--- src/design/prpu_pkg.sv ---
`timescale 1ns / 1ps
`default_nettype none

package prpu_pkg;

  // Pack format codes
  localparam logic [2:0] FMT_U16_12    = 3'd0;
  localparam logic [2:0] FMT_U16_10    = 3'd1;
  localparam logic [2:0] FMT_PACKED12  = 3'd2;
  localparam logic [2:0] FMT_MIPI12    = 3'd3;
  localparam logic [2:0] FMT_SPACKED12 = 3'd4;
  localparam logic [2:0] FMT_SPACKED10 = 3'd5;

  localparam logic [2:0] FMT_RESET     = FMT_PACKED12;

  // Phase of the last byte slot in the largest group
  localparam logic [2:0] PHASE_MAX     = 3'd4;

  typedef struct packed {
    logic [7:0] data_byte;
    logic       line_end;
  } byte_item_t;

  typedef struct packed {
    logic [15:0] pixel;
    logic        last_of_group;
    logic        line_done;
  } pix_item_t;

  // One finished group handed to the output buffer
  typedef struct packed {
    logic [3:0][15:0] pix;
    logic [2:0]       cnt;
    logic             eol;
  } grp_t;

  // Bytes per group; zero for codes that are not a format
  function automatic logic [2:0] group_size(input logic [2:0] fmt);
    logic [2:0] n;
    case (fmt)
      FMT_U16_12, FMT_U16_10:                n = 3'd2;
      FMT_PACKED12, FMT_MIPI12, FMT_SPACKED12: n = 3'd3;
      FMT_SPACKED10:                         n = 3'd5;
      default:                               n = 3'd0;
    endcase
    return n;
  endfunction

  // Slice a complete group into left-aligned pixels
  function automatic grp_t unpack_group(input logic [2:0] fmt, input logic [39:0] g,
                                        input logic eol);
    grp_t r;
    logic [7:0] b0;
    logic [7:0] b1;
    logic [7:0] b2;
    b0 = g[7:0];
    b1 = g[15:8];
    b2 = g[23:16];
    r.pix = '0;
    r.eol = eol;
    case (fmt)
      FMT_U16_12: begin
        r.pix[0] = {b1[3:0], b0, 4'b0000};
        r.cnt    = 3'd1;
      end
      FMT_U16_10: begin
        r.pix[0] = {b1[1:0], b0, 6'b000000};
        r.cnt    = 3'd1;
      end
      FMT_PACKED12: begin
        r.pix[0] = {b0, b1[3:0], 4'b0000};
        r.pix[1] = {b2, b1[7:4], 4'b0000};
        r.cnt    = 3'd2;
      end
      FMT_MIPI12: begin
        r.pix[0] = {b0, b2[3:0], 4'b0000};
        r.pix[1] = {b1, b2[7:4], 4'b0000};
        r.cnt    = 3'd2;
      end
      FMT_SPACKED12: begin
        r.pix[0] = {b1[3:0], b0, 4'b0000};
        r.pix[1] = {b2, b1[7:4], 4'b0000};
        r.cnt    = 3'd2;
      end
      FMT_SPACKED10: begin
        r.pix[0] = {g[9:0], 6'b000000};
        r.pix[1] = {g[19:10], 6'b000000};
        r.pix[2] = {g[29:20], 6'b000000};
        r.pix[3] = {g[39:30], 6'b000000};
        r.cnt    = 3'd4;
      end
      default: begin
        r.cnt    = 3'd0;
      end
    endcase
    return r;
  endfunction

endpackage

`default_nettype wire

--- src/design/prpu_unpack.sv ---
`timescale 1ns / 1ps
`default_nettype none

module prpu_unpack (
  input  wire logic                 clk,
  input  wire logic                 rst,
  input  wire logic                 cfg_we,
  input  wire logic [2:0]           cfg_data,
  input  wire logic                 byte_valid,
  output logic                      byte_stall,
  input  wire prpu_pkg::byte_item_t byte_item,
  input  wire logic                 buf_free,
  output logic                      grp_load,
  output prpu_pkg::grp_t            grp
);
  import prpu_pkg::*;

  logic [2:0]  fmt;
  logic        s1_valid;
  byte_item_t  s1_item;
  logic [2:0]  phase;
  logic [31:0] group_bytes;

  logic [2:0]  n;
  logic [2:0]  ph_c;
  logic [39:0] g;
  logic        done;
  logic        s1_go;
  logic        accept;

  // Clamp phase and merge the new byte into the held group
  always_comb begin
    n     = group_size(fmt);
    ph_c  = (phase > PHASE_MAX) ? PHASE_MAX : phase;
    g     = {8'd0, group_bytes} | ({32'd0, s1_item.data_byte} << {ph_c, 3'b000});
    done  = (n != 3'd0) && (({1'b0, ph_c} + 4'd1) >= {1'b0, n});
    s1_go = s1_valid && (!done || buf_free);
  end

  assign accept     = byte_valid && !byte_stall;
  assign byte_stall = s1_valid && !s1_go;
  assign grp_load   = s1_valid && done && buf_free;
  assign grp        = unpack_group(fmt, g, s1_item.line_end);

  // Format register
  always_ff @(posedge clk) begin
    if (rst) begin
      fmt <= FMT_RESET;
    end else if (cfg_we) begin
      fmt <= cfg_data;
    end
  end

  // Input register
  always_ff @(posedge clk) begin
    if (rst) begin
      s1_valid <= 1'b0;
    end else begin
      s1_valid <= accept || (s1_valid && !s1_go);
    end
    if (accept) begin
      s1_item <= byte_item;
    end
  end

  // Advance phase and held bytes as each item leaves the input register
  always_ff @(posedge clk) begin
    if (rst) begin
      phase       <= 3'd0;
      group_bytes <= 32'd0;
    end else if (s1_go) begin
      if (n == 3'd0 || done || s1_item.line_end) begin
        phase       <= 3'd0;
        group_bytes <= 32'd0;
      end else begin
        phase       <= ph_c + 3'd1;
        group_bytes <= g[31:0];
      end
    end
  end

endmodule

`default_nettype wire

--- src/design/prpu_outbuf.sv ---
`timescale 1ns / 1ps
`default_nettype none

module prpu_outbuf (
  input  wire logic               clk,
  input  wire logic               rst,
  input  wire logic               grp_load,
  input  wire prpu_pkg::grp_t     grp,
  output logic                    buf_free,
  output logic                    pix_valid,
  input  wire logic               pix_stall,
  output prpu_pkg::pix_item_t     pix_item
);
  import prpu_pkg::*;

  logic [3:0][15:0] pix;
  logic [2:0]       cnt;
  logic             eol;
  logic             out_take;

  assign pix_valid = (cnt != 3'd0);
  assign out_take  = pix_valid && !pix_stall;
  assign buf_free  = (cnt == 3'd0) || ((cnt == 3'd1) && !pix_stall);

  // Head of the buffer is the next pixel
  always_comb begin
    pix_item.pixel         = pix[0];
    pix_item.last_of_group = (cnt == 3'd1);
    pix_item.line_done     = (cnt == 3'd1) && eol;
  end

  // Load a finished group or shift out one pixel
  always_ff @(posedge clk) begin
    if (rst) begin
      cnt <= 3'd0;
    end else if (grp_load) begin
      cnt <= grp.cnt;
    end else if (out_take) begin
      cnt <= cnt - 3'd1;
    end
    if (grp_load) begin
      pix <= grp.pix;
      eol <= grp.eol;
    end else if (out_take) begin
      pix <= {16'd0, pix[3], pix[2], pix[1]};
    end
  end

endmodule

`default_nettype wire

--- src/design/packed_raw_pixel_unpacker_top.sv ---
`timescale 1ns / 1ps
`default_nettype none

// Channel   Handshake                  Payload
// byte      byte_valid / byte_stall    byte_item  (data_byte, line_end)
// pixel     pix_valid  / pix_stall     pix_item   (pixel, last_of_group, line_done)
// config    cfg_we                     cfg_data   (pack_format)
//
// One byte is taken per cycle while byte_stall is low. A group's last byte passes
// the input register, then the group loads into the output buffer, which holds
// one group (up to four pixels) and drains a pixel a cycle while pix_stall is low.
// Synchronous active-high reset: empty pipeline, phase 0, format packed12.
// A stalled pixel side back-pressures the byte side only when a new group
// completes before the buffer has drained.

module packed_raw_pixel_unpacker_top (
  input  wire logic                 clk,
  input  wire logic                 rst,
  input  wire logic                 cfg_we,
  input  wire logic [2:0]           cfg_data,
  input  wire logic                 byte_valid,
  output logic                      byte_stall,
  input  wire prpu_pkg::byte_item_t byte_item,
  output logic                      pix_valid,
  input  wire logic                 pix_stall,
  output prpu_pkg::pix_item_t       pix_item
);
  import prpu_pkg::*;

  logic buf_free;
  logic grp_load;
  grp_t grp;

  prpu_unpack u_unpack (
    .clk        (clk),
    .rst        (rst),
    .cfg_we     (cfg_we),
    .cfg_data   (cfg_data),
    .byte_valid (byte_valid),
    .byte_stall (byte_stall),
    .byte_item  (byte_item),
    .buf_free   (buf_free),
    .grp_load   (grp_load),
    .grp        (grp)
  );

  prpu_outbuf u_outbuf (
    .clk       (clk),
    .rst       (rst),
    .grp_load  (grp_load),
    .grp       (grp),
    .buf_free  (buf_free),
    .pix_valid (pix_valid),
    .pix_stall (pix_stall),
    .pix_item  (pix_item)
  );

endmodule

`default_nettype wire
--- config.mk ---
export PLATFORM = sky130hd
export DESIGN_NAME = packed_raw_pixel_unpacker_top
export DESIGN_NICKNAME = d
export VERILOG_FILES = /design/src/design/prpu_pkg.sv /design/src/design/prpu_unpack.sv /design/src/design/prpu_outbuf.sv /design/src/design/packed_raw_pixel_unpacker_top.sv
export SDC_FILE = /design/constraint.sdc
export NUM_CORES = 1
export LEC_CHECK = 0
export ABC_AREA = 1
export BUFFER_PORTS_ARGS = -buffer_cell sky130_fd_sc_hd__buf_4
export CAP_MARGIN = 40
export CORE_AREA = 2 2 114 116
export DETAILED_ROUTE_END_ITERATION = 10
export DIE_AREA = 0 0 116 118
export SYNTH_ARGS = -nofsm -noshare
export SYNTH_HDL_FRONTEND = slang
export SYNTH_SLANG_ARGS = --single-unit
--- constraint.sdc ---
create_clock -name clk -period 4 [get_ports clk]
set_input_delay 0 -clock clk [delete_from_list [all_inputs] [get_ports clk]]
set_output_delay 0 -clock clk [all_outputs]
set_load 0.02 [all_outputs]
==> results.sh, run 1 <==
export IMPL_status="finished, final reports clean"
export IMPL_drc=0
export IMPL_area_growth_pct=14.95
export IMPL_final_max_slew_viol_count=0
export IMPL_hold_path_end="u_unpack.group_bytes[5]"
export IMPL_ys_types=36
export IMPL_startpoint_type="flop"
export IMPL_syn_area_per_cell_um2=8.667
export IMPL_slowest_delay_ps=610
export IMPL_yosys_warnings=0
export IMPL_tightest_slew_ps=866.2
export IMPL_fmax_mhz=302.2
export IMPL_drive_above_1_share_pct=13.15
export IMPL_p_total_mw=3.182
export IMPL_via_count=3867
export IMPL_peakVddDrop_v=0.0002592
export IMPL_cts_buffers=9
export IMPL_cp_slowest_cell="dfxtp_1"
export IMPL_clk_pin_slew_ps=70
export IMPL_cp_end_kind="flop"
export IMPL_antenna_cells=0
export IMPL_grt_max_degree=50
export IMPL_tns_ps=0
export IMPL_clock_latency_ps=360
export IMPL_path_depth=12
export IMPL_crit_buf_inv=2
export IMPL_fin_util_pct=45.10
export IMPL_die_h_um=118
export IMPL_critPathMaxFanout=36
export IMPL_crit_chain="nand2_1, inv_1, ha_1, xor2_1, ha_1, nand3_1, nand3_4, nand3_2, nand2_4, inv_2, nand3_1, a21oi_1"
export IMPL_final_nets=612
export IMPL_timing_slew_headroom_pct=42.04
export IMPL_period_share_pct=82.73
export IMPL_holdCritStartpoint="rst"
export IMPL_finalHoldViolations=0
export IMPL_hold_class="in2reg"
export IMPL_antenna_found_initial=0
export IMPL_synth_seq_cells=96
export IMPL_maxCapViolations=0
export IMPL_grt_first_pass_wirelength_mm=18.62
export IMPL_wl_per_cell_um=15.14
export IMPL_coreArea_um2=12410
export IMPL_min_period_ps=3309
export IMPL_cts_root_buf="clkbuf_16"
export IMPL_synthCells=562
export IMPL_reg2reg_setup_slack_ps=690
export IMPL_final_setup_viol_count=0
export IMPL_hold_depth=2
export IMPL_fin_hold_ws_ps=82.58
export IMPL_drtPass1Iterations=5
export IMPL_cts_tree="yes"
export IMPL_fin_cells=765
export IMPL_die_w_um=116
export IMPL_cp_startpoint="u_unpack.phase[1]"
export IMPL_wirelength_mm=11.59
export IMPL_hpwlAfterDp_mm=8.025
export IMPL_critical_path_top_delay_family="simple AND/OR/NAND/NOR gates"
export IMPL_grt_pass1_vias=3586
export IMPL_ys_seq_area_share_pct=50.55
export IMPL_fin_skew_ps=9.978
export IMPL_clock_sinks=96
export IMPL_cts_max_level=3
export IMPL_hold_buffers=15
export IMPL_grt_overflow=0
export IMPL_powerDensity_nw_per_um2=568.4
export IMPL_final_cell_mix="nand2_1, edfxtp_1, a21oi_1"
export IMPL_std_cell_rows=41
export IMPL_ant_nets=0
export IMPL_syn_area_um2=4871
export IMPL_drtIter0Drc=332
export IMPL_pin_count=37
export IMPL_gr_usage_all_layers_pct=17.89
export IMPL_post_cts_setup_buffer_count=0
export IMPL_final_common_cell="nand2_1"
export IMPL_post_cts_resized=0
export IMPL_dieArea_um2=13690
export IMPL_clock_path_buffers=2
export IMPL_crit_required_ps=4280
export IMPL_crit_type="reg2reg"
export IMPL_r2r_end="u_unpack.group_bytes[11]"
export IMPL_gp_congestion=0.8775
export IMPL_vias_per_cell=5.055
export IMPL_ff2ff_path_depth=12
export IMPL_worstPathArrival_ps=3590
export IMPL_rsz0062_at_grt="false"
export IMPL_start_util_pct=39.24
export IMPL_cellLeakagePower_nw=2.128
export IMPL_placed_cells=734
export IMPL_numPortBuffers=32
export IMPL_reg2reg_from="u_unpack.phase[1]"
[cell families (layout without fill, tap and decap cells)]
family	Yosys count	count (layout)	share of synthesized area, %
XOR/XNOR	2	2	0.3597
other	1	4	0.07699
adder cells (fa/ha/maj)	7	7	1.798
AO/OA/AOI/OAI	121	121	15.23
AND/OR/NAND/NOR	251	251	23.04
buffers and inverters	84	112	8.939
flip-flops	96	96	50.55
[worst register-to-register path, cell delays in order, from the launching register on]
cell and delay, ps:
dfxtp_1 610, nand2_1 300, inv_1 210, ha_1 180, xor2_1 200, ha_1 280
nand3_1 120, nand3_4 120, nand3_2 120, nand2_4 230, inv_2 530, nand3_1 170
a21oi_1 170
[Yosys cell counts (all sizes together)]
| master | instances | area [um^2] |
|---|---|---|
| o211ai | 1 | 7.510 |
| a31oi | 5 | 31.28 |
| buf | 34 | 246.5 |
| nand3 | 43 | 232.7 |
| a21o | 4 | 30.03 |
| nor3b | 1 | 18.77 |
| o21a | 11 | 82.58 |
| inv | 42 | 157.7 |
| a22o | 2 | 17.52 |
| conb | 1 | 3.750 |
| a21oi | 48 | 240.2 |
| clkbuf | 7 | 26.28 |
| o21bai | 27 | 214.0 |
| ha | 7 | 87.58 |
| clkinv | 1 | 5.000 |
| o21ai | 23 | 118.9 |
| xor2 | 2 | 17.52 |
| nor4 | 4 | 25.02 |
| edfxtp | 54 | 1622 |
| nand4 | 12 | 75.07 |
| nor2 | 19 | 97.60 |
| dfxtp | 42 | 840.8 |
| nand2 | 172 | 673.1 |
[metal layers]
metal	share of wire [%]	up-vias	GRT usage [%]
met5	0	-	0
li1	-	1934	-
met4	2.6	0	8.333
met1	49	1820	25.82
met3	4.7	16	2.987
met2	44	97	25.99
[metrics by stage]
step           setup WS [ps]  instance area, um^2
6_report               690.8                 5599
5_1_grt                375.0                 5599
4_1_cts                720.3                 5599
3_5_place_dp           725.0                 5125
3_3_place_gp           851.0                 5125
2_1_floorplan          729.0                 4882
[power by group]
| group | switching (mW) | internal, mW |
|---|---|---|
| logic | 0.539 | 0.294 |
| clock network | 0.388 | 0.543 |
| registers | 0.0703 | 1.35 |
| total | 0.997 | 2.19 |
[how the worst max path moves through the flow]
stage	to	slack (ps)
after floorplan	u_outbuf.cnt[1]	730
after global placement	u_unpack.group_bytes[11]	850
after detailed placement	u_unpack.group_bytes[27]	730
after global routing	u_unpack.group_bytes[31]	380
after CTS	u_unpack.group_bytes[6]	720
final	u_unpack.group_bytes[11]	690
[final cells by class]
cell class                 instances  area (um^2)
timing repair buffer              53        447.9
fill                            1240         6815
inverter                          43        162.7
tap                              172        215.2
clock buffer                      11        264.0
multi-input combinational        385         1987
clock inverter                     5        60.06
sequential                        96         2462
[state kept, by name, indices dropped and copies added, names as in the netlist]
signal,cells
u_outbuf.cnt,3
u_outbuf.eol,1
u_outbuf.pix,32
u_outbuf.pix_item,12
u_unpack.fmt,3
u_unpack.group_bytes,32
u_unpack.grp,1
u_unpack.phase,3
u_unpack.s1_item,8
u_unpack.s1_valid,1
Power figures use the tool's default switching activity.
==> run 2: changes to the inputs <==
Clock period 4 ns to 3.31 ns, I/O delays scaled along.
==> run 2 against run 1 <==
Hold slack better by 28 ps. Power up 17%. Worst setup slack worse by 410 ps. Critical path depth down 3. Global-route usage up 1.5 points. Maximum frequency up 9.3%. Largest cell class unchanged. Non-clock buffer count up 3. Count of clock-buffer cells in the layout down 1. Critical path type unchanged. Sequential power up 21%. Clock power up 2.6%. Routed wire length up 5.1%. Die area unchanged.
==> results.sh, run 2 (synthesized netlist as in run 1, its figures left out) <==
export IMPL_final_cell_mix="nand2_1, edfxtp_1, a21oi_1"
export IMPL_drc=0
export IMPL_hold_class="in2reg"
export IMPL_reg2reg_from="u_unpack.fmt[0]"
export IMPL_clk_pin_slew_ps=70
export IMPL_finalHoldViolations=0
export IMPL_maxCapViolations=0
export IMPL_wl_per_cell_um=15.85
export IMPL_status="finished, final reports clean"
export IMPL_min_period_ps=3028
export IMPL_hpwlAfterDp_mm=8.232
export IMPL_critPathMaxFanout=26
export IMPL_cts_buffers=9
export IMPL_grt_max_degree=50
export IMPL_ff2ff_path_depth=9
export IMPL_die_h_um=118
export IMPL_rsz0062_at_grt="false"
export IMPL_r2r_end="u_outbuf.pix[27]"
export IMPL_clock_path_buffers=2
export IMPL_cts_tree="yes"
export IMPL_area_growth_pct=14.49
export IMPL_drtPass1Iterations=5
export IMPL_peakVddDrop_v=0.0002775
export IMPL_final_nets=615
export IMPL_vias_per_cell=5.172
export IMPL_cts_max_level=3
export IMPL_tightest_slew_ps=853.2
export IMPL_post_route_cell_area_um2=5577
export IMPL_cellLeakagePower_nw=2.112
export IMPL_tns_ps=0
export IMPL_worstPathArrival_ps=3140
export IMPL_fin_skew_ps=13.77
export IMPL_antenna_found_initial=0
export IMPL_gr_usage_all_layers_pct=19.42
export IMPL_hold_path_end="u_unpack.group_bytes[3]"
export IMPL_clock_sinks=96
export IMPL_grt_first_pass_wirelength_mm=20.53
export IMPL_period_share_pct=91.48
export IMPL_placed_area_um2=5160
export IMPL_pin_count=37
export IMPL_grt_pass1_vias=4009
export IMPL_powerDensity_nw_per_um2=667.3
export IMPL_std_cell_rows=41
export IMPL_hold_depth=2
export IMPL_drive_above_1_share_pct=13.26
export IMPL_cp_end_kind="flop"
export IMPL_coreArea_um2=12410
export IMPL_cts_root_buf="clkbuf_16"
export IMPL_die_w_um=116
export IMPL_fin_util_pct=44.92
export IMPL_ant_nets=0
export IMPL_startpoint_type="flop"
export IMPL_antenna_cells=0
export IMPL_numPortBuffers=32
export IMPL_grt_overflow=0
export IMPL_clock_latency_ps=360
export IMPL_final_max_slew_viol_count=0
export IMPL_final_common_cell="nand2_1"
export IMPL_drtIter0Drc=277
export IMPL_final_setup_viol_count=0
export IMPL_crit_required_ps=3420
export IMPL_via_count=3972
export IMPL_crit_type="reg2reg"
export IMPL_gp_congestion=0.8277
export IMPL_fmax_mhz=330.2
export IMPL_dieArea_um2=13690
export IMPL_start_util_pct=39.24
export IMPL_timing_slew_headroom_pct=42.91
export IMPL_reg2reg_setup_slack_ps=280
export IMPL_holdCritStartpoint="rst"
export IMPL_wirelength_mm=12.17
run 2: cell type report:
| type | instances | area, um^2 |
|---|---|---|
| Timing Repair Buffer | 56 | 483.0 |
| Fill cell | 1220 | 6838 |
| Sequential cell | 96 | 2462 |
| Inverter | 43 | 162.7 |
| Tap cell | 172 | 215.2 |
| Multi-Input combinational cell | 385 | 1987 |
| Clock inverter | 6 | 37.54 |
| Clock buffer | 10 | 229.0 |
run 2: critical path, stage by stage, from the launching register on:
cell	delay, ps
dfxtp_1	340
inv_2	70
nor2_1	530
nand2_2	310
ha_1	410
nand3_1	130
nand3_4	150
nand4_1	290
buf_4	340
a21o_1	200
run 2: timing repair:
action / CTS / global route
gates resized for setup: 0 / 0
endpoints found under the hold margin: 14 / 0
setup endpoints to repair: 0 / 0
hold buffers: 15 / 0
setup buffers: 0 / 0
run 2: worst max-delay path by stage:
stage | depth (start not counted) | endpoint | start
final | 9 | u_outbuf.pix[27] | u_unpack.fmt[0]
after global placement | 12 | u_outbuf.pix[23] | u_unpack.phase[2]
after CTS | 9 | u_outbuf.pix[27] | u_unpack.fmt[0]
after detailed placement | 9 | u_outbuf.pix[31] | u_unpack.fmt[0]
after global routing | 11 | u_unpack.group_bytes[30] | u_unpack.fmt[0]
after floorplan | 13 | u_outbuf.cnt[1] | u_unpack.phase[2]
run 2: report_power, final:
part           switching (mW)  leakage, nW  internal, mW  total [mW]
Clock                   0.449        0.128         0.506       0.955
Sequential             0.0924        0.853          1.63        1.72
Combinational           0.680         1.13         0.364        1.04
Total                    1.22         2.11          2.50        3.72
run 2: through the flow:
stage | std cells | power (mW) | worst slack (ps) | hold WS, ps
floorplan | 565 | 2.492 | 38.98 | 98.87
global placement | 737 | 2.765 | 366.5 | 178.0
detailed placement | 737 | 2.784 | 316.0 | 179.4
CTS | 768 | 3.760 | 309.0 | 94.94
global route | 768 | 3.938 | 30.00 | 119.0
finish | 768 | 3.721 | 282.0 | 110.9
run 2: routing by layer:
metal	GRT usage, %	share of wire [%]	up-vias
met4	6.324	1.6	0
met3	4.428	7.2	14
li1	-	-	1947
met5	0	0	-
met2	30.92	47	127
met1	26.03	45	1884
